==> config.mk <==
export PLATFORM = sky130hd
export DESIGN_NAME = sorted_deadline_timer_queue
export DESIGN_NICKNAME = d
export VERILOG_FILES = /design/src/design/sdtq_pkg.sv /design/src/design/sdtq_cell.sv /design/src/design/sorted_deadline_timer_queue.sv
export SDC_FILE = /design/constraint.sdc
export NUM_CORES = 2
export LEC_CHECK = 0
export BUFFER_PORTS_ARGS = -buffer_cell sky130_fd_sc_hd__buf_4
export CORE_UTILIZATION = 47
export CTS_CLUSTER_SIZE = 8
export DETAILED_ROUTE_END_ITERATION = 10
export GPL_TIMING_DRIVEN = 1
export SLEW_MARGIN = 20
export SYNTH_ARGS = -nofsm -noshare
export SYNTH_HDL_FRONTEND = slang
export SYNTH_SLANG_ARGS = --single-unit
export TNS_END_PERCENT = 50
==> constraint.sdc <==
create_clock -name clock -period 19 [get_ports clock]
set_input_delay 1.9 -clock clock [delete_from_list [all_inputs] [get_ports clock]]
set_output_delay 1.9 -clock clock [all_outputs]
set_load 0.02 [all_outputs]
==> src/design/sdtq_pkg.sv <==
package sdtq_pkg;

   localparam int NUM_TIMERS   = 8;
   localparam int ID_BITS      = 3;
   localparam int TIME_BITS    = 48;
   localparam int REM_BITS     = TIME_BITS;
   localparam int DELAY_BITS   = 24;
   localparam int ELAPSED_BITS = 16;
   localparam int US_PER_MS    = 1000;
   localparam int MS_BITS      = $clog2(US_PER_MS + 1);
   localparam int PROD_BITS    = DELAY_BITS + MS_BITS;

   typedef enum logic [2:0] {
      OP_TICK           = 3'd0,
      OP_ARM            = 3'd1,
      OP_CANCEL         = 3'd2,
      OP_QUERY_ARMED    = 3'd3,
      OP_QUERY_EARLIEST = 3'd4
   } op_type;

   typedef enum logic [1:0] {
      KIND_EXPIRED = 2'd0,
      KIND_ARMED   = 2'd1,
      KIND_TIMEOUT = 2'd2
   } kind_type;

   typedef enum logic [1:0] {
      CELL_HOLD   = 2'd0,
      CELL_CANCEL = 2'd1,
      CELL_INSERT = 2'd2,
      CELL_POP    = 2'd3
   } cell_cmd_type;

   typedef enum logic [2:0] {
      ST_IDLE,
      ST_ARM_ADD,
      ST_CANCEL,
      ST_INSERT,
      ST_TICK
   } state_type;

   typedef struct packed {
      logic [2:0]              op;
      logic [ID_BITS-1:0]      timer_id;
      logic [DELAY_BITS-1:0]   delay_ms;
      logic [ELAPSED_BITS-1:0] elapsed_us;
   } req_type;

   typedef struct packed {
      kind_type            kind;
      logic [ID_BITS-1:0]  fired_id;
      logic                armed;
      logic                any_pending;
      logic [REM_BITS-1:0] remaining_us;
      logic                last;
   } rsp_type;

   typedef struct packed {
      logic                 valid;
      logic [ID_BITS-1:0]   id;
      logic [TIME_BITS-1:0] deadline;
   } entry_type;

   typedef struct packed {
      cell_cmd_type         cmd;
      logic [ID_BITS-1:0]   id;
      logic [TIME_BITS-1:0] deadline;
      logic                 ins_enable;
   } cell_ctrl_type;

   function automatic logic [TIME_BITS-1:0] sat_add(input logic [TIME_BITS-1:0] a,
                                                    input logic [TIME_BITS-1:0] b);
      logic [TIME_BITS:0] s;
      s = {1'b0, a} + {1'b0, b};
      return s[TIME_BITS] ? {TIME_BITS{1'b1}} : s[TIME_BITS-1:0];
   endfunction

endpackage

==> src/design/sdtq_cell.sv <==
module sdtq_cell import sdtq_pkg::*; (
   input  logic          clock,
   input  logic          reset,
   input  cell_ctrl_type ctrl,
   input  entry_type     left_entry,
   input  logic          left_go,
   input  entry_type     right_entry,
   input  logic          rm_in,
   output entry_type     entry,
   output logic          go,
   output logic          rm_out,
   output logic          hit
);

   entry_type entry_ff;
   entry_type entry_in;

   assign entry  = entry_ff;
   assign hit    = entry_ff.valid && (entry_ff.id == ctrl.id);
   // Deadlines are sorted and empty cells sit at the tail, so go is monotonic along the row.
   assign go     = !entry_ff.valid || (ctrl.deadline < entry_ff.deadline);
   assign rm_out = rm_in || hit;

   always_comb begin
      entry_in = entry_ff;
      case (ctrl.cmd)
         CELL_CANCEL: begin
            if (rm_out) begin
               entry_in = right_entry;
            end
         end
         CELL_INSERT: begin
            if (ctrl.ins_enable && go) begin
               if (left_go) begin
                  entry_in = left_entry;
               end else begin
                  entry_in.valid    = 1'b1;
                  entry_in.id       = ctrl.id;
                  entry_in.deadline = ctrl.deadline;
               end
            end
         end
         CELL_POP: begin
            entry_in = right_entry;
         end
         default: begin
            entry_in = entry_ff;
         end
      endcase
   end

   always_ff @(posedge clock) begin
      if (reset) begin
         entry_ff.valid <= 1'b0;
      end else begin
         entry_ff.valid <= entry_in.valid;
      end
      entry_ff.id       <= entry_in.id;
      entry_ff.deadline <= entry_in.deadline;
   end

endmodule

==> src/design/sorted_deadline_timer_queue.sv <==
// Sorted queue of one-shot timers held in a row of cells, earliest deadline in the first cell,
// beside a saturating microsecond clock. A query's result is loaded into the result register
// as the word is accepted, and the next word may follow as soon as that register is free. A
// cancel makes one pass of the row, which removes the entry and closes the gap. An arm goes
// in steps: the delay is scaled to microseconds as the word is accepted, added to the clock,
// then the row cancels the old entry and shifts open a place for the new one. A tick advances
// the clock as it is accepted; then the head cell is compared against the clock and popped,
// one expired timer per cycle as fast as the result side takes words, until none is due.
// Reset clears the state, the clock, the result valid flag and the cell valid flags only.
module sorted_deadline_timer_queue import sdtq_pkg::*; (
   input  logic    clock,
   input  logic    reset,
   input  logic    req_valid,
   output logic    req_stall,
   input  req_type req_word,
   output logic    rsp_valid,
   input  logic    rsp_stall,
   output rsp_type rsp_word
);

   state_type              state_ff, state_in;
   logic [TIME_BITS-1:0]   now_ff, now_in;
   logic [PROD_BITS-1:0]   prod_ff, prod_in;
   logic [TIME_BITS-1:0]   dl_ff, dl_in;
   logic [ID_BITS-1:0]     id_ff, id_in;
   logic                   arm_ff, arm_in;
   logic                   rsp_valid_ff;
   rsp_type                rsp_word_ff;
   rsp_type                rsp_next;
   logic                   rsp_load;
   logic                   out_free;
   logic                   req_take;
   cell_cmd_type           cmd;
   cell_ctrl_type          ctrl;
   logic [TIME_BITS-1:0]   diff;

   entry_type              cell_q     [NUM_TIMERS];
   entry_type              next_entry [NUM_TIMERS];
   entry_type              prev_entry [NUM_TIMERS];
   logic [NUM_TIMERS-1:0]  go_vec;
   logic [NUM_TIMERS-1:0]  prev_go;
   logic [NUM_TIMERS-1:0]  rm_vec;
   logic [NUM_TIMERS-1:0]  rm_prev;
   logic [NUM_TIMERS-1:0]  hit_vec;
   logic [NUM_TIMERS-1:0]  valid_vec;

   assign out_free  = !rsp_valid_ff || !rsp_stall;
   assign req_stall = (state_ff != ST_IDLE) || !out_free;
   assign req_take  = req_valid && !req_stall;
   assign rsp_valid = rsp_valid_ff;
   assign rsp_word  = rsp_word_ff;

   assign ctrl.cmd        = cmd;
   assign ctrl.id         = (state_ff == ST_IDLE) ? req_word.timer_id : id_ff;
   assign ctrl.deadline   = dl_ff;
   // A full row takes no new entry; the cancel pass has already freed a place if the id was queued.
   assign ctrl.ins_enable = !cell_q[NUM_TIMERS-1].valid;

   for (genvar k = 0; k < NUM_TIMERS; k++) begin : g_cell
      if (k == 0) begin : g_head
         assign prev_entry[k] = '0;
         assign prev_go[k]    = 1'b0;
         assign rm_prev[k]    = 1'b0;
      end else begin : g_body
         assign prev_entry[k] = cell_q[k-1];
         assign prev_go[k]    = go_vec[k-1];
         assign rm_prev[k]    = rm_vec[k-1];
      end
      if (k == NUM_TIMERS - 1) begin : g_tail
         assign next_entry[k] = '0;
      end else begin : g_mid
         assign next_entry[k] = cell_q[k+1];
      end
      assign valid_vec[k] = cell_q[k].valid;

      sdtq_cell u_cell (
         .clock       (clock),
         .reset       (reset),
         .ctrl        (ctrl),
         .left_entry  (prev_entry[k]),
         .left_go     (prev_go[k]),
         .right_entry (next_entry[k]),
         .rm_in       (rm_prev[k]),
         .entry       (cell_q[k]),
         .go          (go_vec[k]),
         .rm_out      (rm_vec[k]),
         .hit         (hit_vec[k])
      );
   end

   assign diff = cell_q[0].deadline - now_ff;

   always_comb begin
      state_in = state_ff;
      now_in   = now_ff;
      prod_in  = prod_ff;
      dl_in    = dl_ff;
      id_in    = id_ff;
      arm_in   = arm_ff;
      rsp_load = 1'b0;
      rsp_next = '0;
      cmd      = CELL_HOLD;
      case (state_ff)
         ST_IDLE: begin
            if (req_take) begin
               case (req_word.op)
                  OP_TICK: begin
                     now_in   = sat_add(now_ff, TIME_BITS'(req_word.elapsed_us));
                     state_in = ST_TICK;
                  end
                  OP_ARM: begin
                     prod_in  = PROD_BITS'(req_word.delay_ms) * PROD_BITS'(US_PER_MS);
                     id_in    = req_word.timer_id;
                     arm_in   = 1'b1;
                     state_in = ST_ARM_ADD;
                  end
                  OP_CANCEL: begin
                     id_in    = req_word.timer_id;
                     arm_in   = 1'b0;
                     state_in = ST_CANCEL;
                  end
                  OP_QUERY_ARMED: begin
                     rsp_load             = 1'b1;
                     rsp_next.kind        = KIND_ARMED;
                     rsp_next.fired_id    = req_word.timer_id;
                     rsp_next.armed       = |hit_vec;
                     rsp_next.any_pending = cell_q[0].valid;
                     rsp_next.last        = 1'b1;
                  end
                  OP_QUERY_EARLIEST: begin
                     rsp_load      = 1'b1;
                     rsp_next.kind = KIND_TIMEOUT;
                     rsp_next.last = 1'b1;
                     if (cell_q[0].valid) begin
                        rsp_next.fired_id    = cell_q[0].id;
                        rsp_next.any_pending = 1'b1;
                        if (cell_q[0].deadline > now_ff) begin
                           rsp_next.remaining_us = REM_BITS'(diff);
                        end
                     end
                  end
                  default: begin
                     state_in = ST_IDLE;
                  end
               endcase
            end
         end
         ST_ARM_ADD: begin
            dl_in    = sat_add(now_ff, TIME_BITS'(prod_ff));
            state_in = ST_CANCEL;
         end
         ST_CANCEL: begin
            cmd      = CELL_CANCEL;
            state_in = arm_ff ? ST_INSERT : ST_IDLE;
         end
         ST_INSERT: begin
            cmd      = CELL_INSERT;
            state_in = ST_IDLE;
         end
         ST_TICK: begin
            if (cell_q[0].valid && (cell_q[0].deadline < now_ff)) begin
               if (out_free) begin
                  cmd                  = CELL_POP;
                  rsp_load             = 1'b1;
                  rsp_next.kind        = KIND_EXPIRED;
                  rsp_next.fired_id    = cell_q[0].id;
                  rsp_next.any_pending = next_entry[0].valid;
                  rsp_next.last        = !(next_entry[0].valid &&
                                           (next_entry[0].deadline < now_ff));
                  if (rsp_next.last) begin
                     state_in = ST_IDLE;
                  end
               end
            end else begin
               state_in = ST_IDLE;
            end
         end
         default: begin
            state_in = ST_IDLE;
         end
      endcase
   end

   always_ff @(posedge clock) begin
      if (reset) begin
         state_ff     <= ST_IDLE;
         now_ff       <= '0;
         rsp_valid_ff <= 1'b0;
      end else begin
         state_ff     <= state_in;
         now_ff       <= now_in;
         rsp_valid_ff <= rsp_load || (rsp_valid_ff && rsp_stall);
      end
      prod_ff <= prod_in;
      dl_ff   <= dl_in;
      id_ff   <= id_in;
      arm_ff  <= arm_in;
      if (rsp_load) begin
         rsp_word_ff <= rsp_next;
      end
   end

   logic order_ok;

   always_comb begin
      order_ok = 1'b1;
      for (int k = 0; k < NUM_TIMERS - 1; k++) begin
         if (cell_q[k+1].valid && (cell_q[k].deadline > cell_q[k+1].deadline)) begin
            order_ok = 1'b0;
         end
      end
   end

   // Occupied cells always form an unbroken run from the head of the row.
   a_cells_packed: assert property (@(posedge clock) disable iff (reset)
      ((valid_vec + NUM_TIMERS'(1)) & valid_vec) == '0)
      else $error("queued timers do not form a packed run from the head");

   a_cells_sorted: assert property (@(posedge clock) disable iff (reset) order_ok)
      else $error("queued deadlines are out of order");

   a_pop_removes_one: assert property (@(posedge clock) disable iff (reset)
      (cmd == CELL_POP) |=> ($countones(valid_vec) + 1 == $past($countones(valid_vec))))
      else $error("an expiry did not remove exactly one timer");

   a_word_held: assert property (@(posedge clock) disable iff (reset)
      (rsp_valid_ff && rsp_stall) |=> (rsp_valid_ff && $stable(rsp_word_ff)))
      else $error("a stalled result was overwritten");

endmodule

Word level (Yosys, flattened, before mapping):

Index checks and enable logic that the tools add are counted.

* register bits: 607
* bits of input ports: 50
* word-level logic and storage cells: 231

* add/subtract/negate cells: 3
* multiply operators: 1
* order comparisons: 11
* equal/unequal tests: 39
* muxes and demuxes: 66
* reductions and logical operators: 74

Operators with widths (number)
* $pmux 52 s3: 8
* $mux 52: 23
* $lt 48x48->1: 10
* $mux 48: 3
* $mux 56: 1
* $add 48x16->49: 1
* $add 48x34->49: 1
* $mux 49: 1
* $gt 48x48->1: 1
* $sub 48x48->48: 1
* $reduce_and 3->1: 13
* $ne 2x1->1 const B: 16
* $mul 24x7->31 const B: 1
* $eq 3x3->1: 8
* $mux 3: 8
* $pmux 3 s4: 2
* $logic_and 1x1->1: 20
* $pmux 5 s2: 2
* $logic_or 1x1->1: 18
* $logic_not 1->1: 13
* $eq 3x2->1 const B: 4
* $pmux 1 s2: 5
* $mux 1: 9
* $reduce_or 8->1: 1
* other kinds (14): 24

Longest topological paths before layout:

* depth after elaboration: 13
* gate-level depth with buffers: 21
* gate-level depth less buffers: 20

Modules after synthesis:

From an unflattened synthesis, not the netlist that was laid out.

* cell total of the unflattened synthesis: 5172
* area, all modules: 48938.2 um^2

By module, submodules not included
* sdtq_cell: times used 8, cells an instance 413, area an instance 3938.8 um^2, seq. area each 1551.5 um^2
* sorted_deadline_timer_queue: times used 1, cells an instance 1868, area an instance 17428.0 um^2, seq. area each 5215.0 um^2

Worst setup path before layout:

OpenSTA, ideal clock, no wires.

* kind: input port to flip-flop
* start point: input req_word[41] (netlist bit)
* end point: register g_cell[5].u_cell.entry_ff, in the netlist g_cell[5].u_cell.entry[0], enable pin
* setup time: 537 ps
* arrival: 6743 ps
* setup slack: 11720 ps
* cell stages on the path: 8
* buffers on the path: 1
* cells stage by stage: mux2i_1 > buf_4 > xnor2_1 > nand4_1 > nand3_1 > nor3_2 > a21oi_1 > a21boi_0

* cells in the longest elaborated chain, start to end: 10
* elaborated cells between the ends (all ways): 20
* those cells by class: eq/ne (7); mux (1); reduce/logical (12)

RTL lines
* start: declaration: RTL line sorted_deadline_timer_queue.sv:15 `input req_type req_word,`
* $mux 3 (*): RTL line sorted_deadline_timer_queue.sv:54 `assign ctrl.id = (state_ff == ST_IDLE) ? req_word.timer_id : id_ff;`
* $eq 3x3->1: RTL line sdtq_cell.sv:19 `assign hit = entry_ff.valid && (entry_ff.id == ctrl.id);`
* $logic_and 1x1->1: RTL line sdtq_cell.sv:19
* $logic_or 1x1->1 (4 in a row): RTL line sdtq_cell.sv:22 `assign rm_out = rm_in || hit;`
* $logic_or 1x1->1 (*): RTL line sdtq_cell.sv:22
* $ne 2x1->1 (no line) (*)
* $reduce_and 3->1 (no line) (*)
* end: declaration: RTL line sdtq_cell.sv:15 `entry_type entry_ff;`

Mark *: on every way between the ends. The rest lies on a longest branch, timed or not.
A chain may end at the register's enable or synchronous reset.

Final worst setup path:

* start point: input req_word[32] (netlist bit)
* end point: register prod_ff[33], data pin

* cells in the longest elaborated chain, start to end: 1

RTL lines
* $mul 24x7->31: RTL line sorted_deadline_timer_queue.sv:112 `prod_in = PROD_BITS'(req_word.delay_ms) * PROD_BITS'(US_PER_MS);`
* end signal: assignment: RTL line sorted_deadline_timer_queue.sv:194 `prod_ff <= prod_in;`
* end: declaration: RTL line sorted_deadline_timer_queue.sv:23 `logic [PROD_BITS-1:0] prod_ff, prod_in;`

No other way between the ends.

==> reports/results.ini <==
[outcome]
outcome = finished clean

[global_routing]
grt_pass1_vias = 40400
grt_pass1_wl_um = 232000
grt_antenna_before_repair = 0
grt_max_degree = 205
grt_usage = 0.273
grt_overflow_total = 0

[critical_path]
r2r-start = now_ff[5]
reg2reg_to = g_cell[5].u_cell.entry[1]
worstPathMaxFanout = 6
reg2reg_depth = 13
critPathArrivalTime_ns = 6.51
path_class = in -> reg
critPathRequiredTime_ns = 19.41
reg2reg_slack_ns = 13.77
critPathCaptureType = register
critPathLaunchType = primary input

[sta]
period_share = 0.321
setup_viol = 0
relSlewSlack = 0.188
worst_pin_slew_ns = 1.19
worst_slack_ns = 12.90
hold_violations = 0
clock-skew-final_ns = 0.0405
clock.fmax_mhz = 164
post-route-min-period_ns = 6.10
rsz0062_at_grt = false
slew_violations = 0
tns_ns = 0

[clocking]
numCtsBuffers = 86
clock-sinks = 607
post_cts_buffers = 0
cts_hold_buffers = 0
cts_resized = 0
clkTransAtPathRegs_ns = 0.05
cts_root_buf = clkbuf_16
cts_tree = built
insertion_delay_ns = 0.67
clock_path_buffers = 3
htree_levels = 3

[logic_synthesis]
ys_types = 92
postSynthCellCount = 5517
syn_area_per_cell_um2 = 9.03
synth_seq_cells = 607
synth_nets = 6196
synth-warning-count = 0
ys.flop_type = edfxtp_1
synth_edf_count = 547
synth_seq_area_share = 0.354
synth_area_um2 = 49800
async_reset_ff_frac = 0

[power_and_ir_drop]
power.density_nw_per_um2 = 74.5
total_power_mw = 4.05
irDropWorstVdd_mv = 0.0657
combPwrFrac = 0.242
p_switching_mw = 1.22
switching_share = 0.302
pwr-share-seq = 0.392
power_leakage_nw = 22.4
clockPowerShare = 0.366
power.internal_mw = 2.82

[route]
vias = 41500
post_drt_wl_per_cell_um = 21.6
via_per_inst = 6.01
drc = 0
drt_iter0_drc = 3191
ant_nets = 0
dr.pass1.iters = 6
wl_um = 149000

[die]
die_w_um = 328
initial_utilization = 0.473
die-area_um2 = 107000
core-area_um2 = 105000
rows = 119
die_h_um = 328
io_pins = 108

[placement]
dpl_worst_slack_ns = 12.20
hpwl_um = 108000
place_congestion = 0.894
io_buffers = 107

[min_path]
hold_end = g_cell[6].u_cell.entry[20]
min-delay-start = g_cell[7].u_cell.entry[20]
hold_path_class = reg -> reg
whs_path_depth = 2

[finish]
nets = 6144
areaGrowthSynthToFinish_pct = 9.04
nFillCells = 9729
layout-drive-gt1-share = 0.0662
antenna_cells = 0

[run]
maxCapViolCount = 0

==> cell type report <==
cell class              count  area (um^2)  share of cell area
well taps                1391         1740              0.0320
multi-input cells        4020        28900               0.532
inverters                 547         2050              0.0378
repair buffers            203         1550              0.0285
flip-flops and latches    607        17600               0.325
clock buffers             137         2430              0.0447
clock inverters             3         33.8            0.000622
==> cells in the mapped netlist (37+ instances only) <==
master | count | area (um^2)
xnor2_1 | 113 | 990
edfxtp_1 | 547 | 16400
ha_1 | 542 | 6780
o311ai_0 | 51 | 447
fa_1 | 87 | 1740
o211ai_1 | 69 | 518
clkbuf_1 | 263 | 987
o21ai_0 | 259 | 1300
nand4_1 | 143 | 895
inv_1 | 546 | 2050
nor2b_1 | 39 | 244
o221a_1 | 47 | 529
a31oi_1 | 83 | 519
a21oi_1 | 406 | 2030
nand2b_1 | 37 | 231
buf_2 | 44 | 220
o21ai_1 | 97 | 485
dfxtp_1 | 60 | 1200
or3_1 | 59 | 369
nand3_1 | 46 | 230
mux2i_1 | 151 | 1510
a211oi_1 | 169 | 1270
a21o_1 | 166 | 1250
xor2_1 | 42 | 368
nor2_1 | 480 | 1800
nor3_1 | 289 | 1450
nand2_1 | 354 | 1330
==> critical path, cell delays in order <==
cell and delay, ns:
buf_4 0.13, inv_1 0.18, fa_1 0.48, fa_1 0.51, inv_1 0.05, fa_1 0.49
inv_1 0.05, fa_1 0.49, inv_1 0.05, ha_1 0.38, a21o_1 0.19, a21o_1 0.20
a21oi_1 0.18, nor2b_1 0.06, o21a_1 0.17, o21a_1 0.16, o21ai_0 0.20, a21oi_1 0.12
a211o_1 0.28, a21oi_1 0.17, xnor2_1 0.07
==> per-layer routing <==
metal  global-route usage  vias up  wire (um)
met5                    0        -          0
met4               0.0859        0       4190
met3               0.0310      253       7390
met2                0.475     1173      73500
met1                0.353    20000      63800
li1                     -    20000          -
==> flip-flops by register name (all words and copies together) (netlist names) <==
register / cells
id_ff: 3
state_ff: 3
rsp_valid: 1
now_ff: 48
g_cell.u_cell.entry: 416
rsp_word: 56
prod_ff: 31
dl_ff: 48
arm_ff: 1
==> through the flow <==
stage,std cells,utilization,area (um^2),hold slack [ns]
after floorplan,5517,-,49800,0.473
after global placement,6768,0.493,51900,0.505
after detailed placement,6768,0.493,51900,0.513
after CTS,6908,0.516,54300,0.518
after global routing,6908,0.516,54300,0.533
final,6908,0.516,54300,0.507
==> power by group through the flow <==
stage | registers, mW | clock network [mW] | logic, mW
6_report | 1.59 | 1.48 | 0.978
2_1_floorplan | 1.60 | 0 | 0.757
5_1_grt | 1.59 | 1.55 | 1.10
3_3_place_gp | 1.61 | 0 | 0.956
3_5_place_dp | 1.61 | 0 | 0.975
4_1_cts | 1.59 | 1.51 | 0.982
==> cell families after synthesis <==
group,after synthesis,synth area share
simple gates,1558,0.148
compound gates,1523,0.198
buf+inv,890,0.0705
fa+ha+maj,629,0.171
flops,607,0.354
xor+xnor,155,0.0272
mux,155,0.0315
==> layout by cell type, fill, tap and decap left out, types with 10 or more instances in the layout <==
cell	count
buf_4	201
ha_1	542
nor4_1	14
and2_1	18
o21a_1	27
or3_1	59
nand2b_1	37
nand2_1	349
nor2b_1	39
o221a_1	47
o21ai_1	96
and3_1	27
xor2_1	42
mux2i_1	151
a2bb2oi_1	10
dfxtp_1	57
a21o_1	165
a31oi_1	79
inv_1	545
o21ai_0	259
fa_1	87
clkbuf_16	90
o311ai_0	51
xnor2_1	113
a211oi_1	167
nor3_1	289
a21oi_1	404
o21bai_1	21
nand3_1	45
edfxtp_1	547
a221oi_1	10
o211ai_1	69
nor2_1	476
nand4_1	143
clkbuf_1	47
o31ai_1	12
==> how the worst max path moves through the flow <==
stage | from | end | slack [ns] | depth (start not counted)
after floorplan | req_word[41] | g_cell[5].u_cell.entry[0] | 11.72 | 8
after global placement | req_word[25] | prod_ff[32] | 12.26 | 19
after CTS | req_word[32] | prod_ff[33] | 12.90 | 21
after detailed placement | req_word[32] | prod_ff[33] | 12.20 | 21
after global routing | req_word[32] | prod_ff[33] | 12.61 | 21
final | req_word[32] | prod_ff[33] | 12.90 | 21
Power figures use the tool's default switching activity.
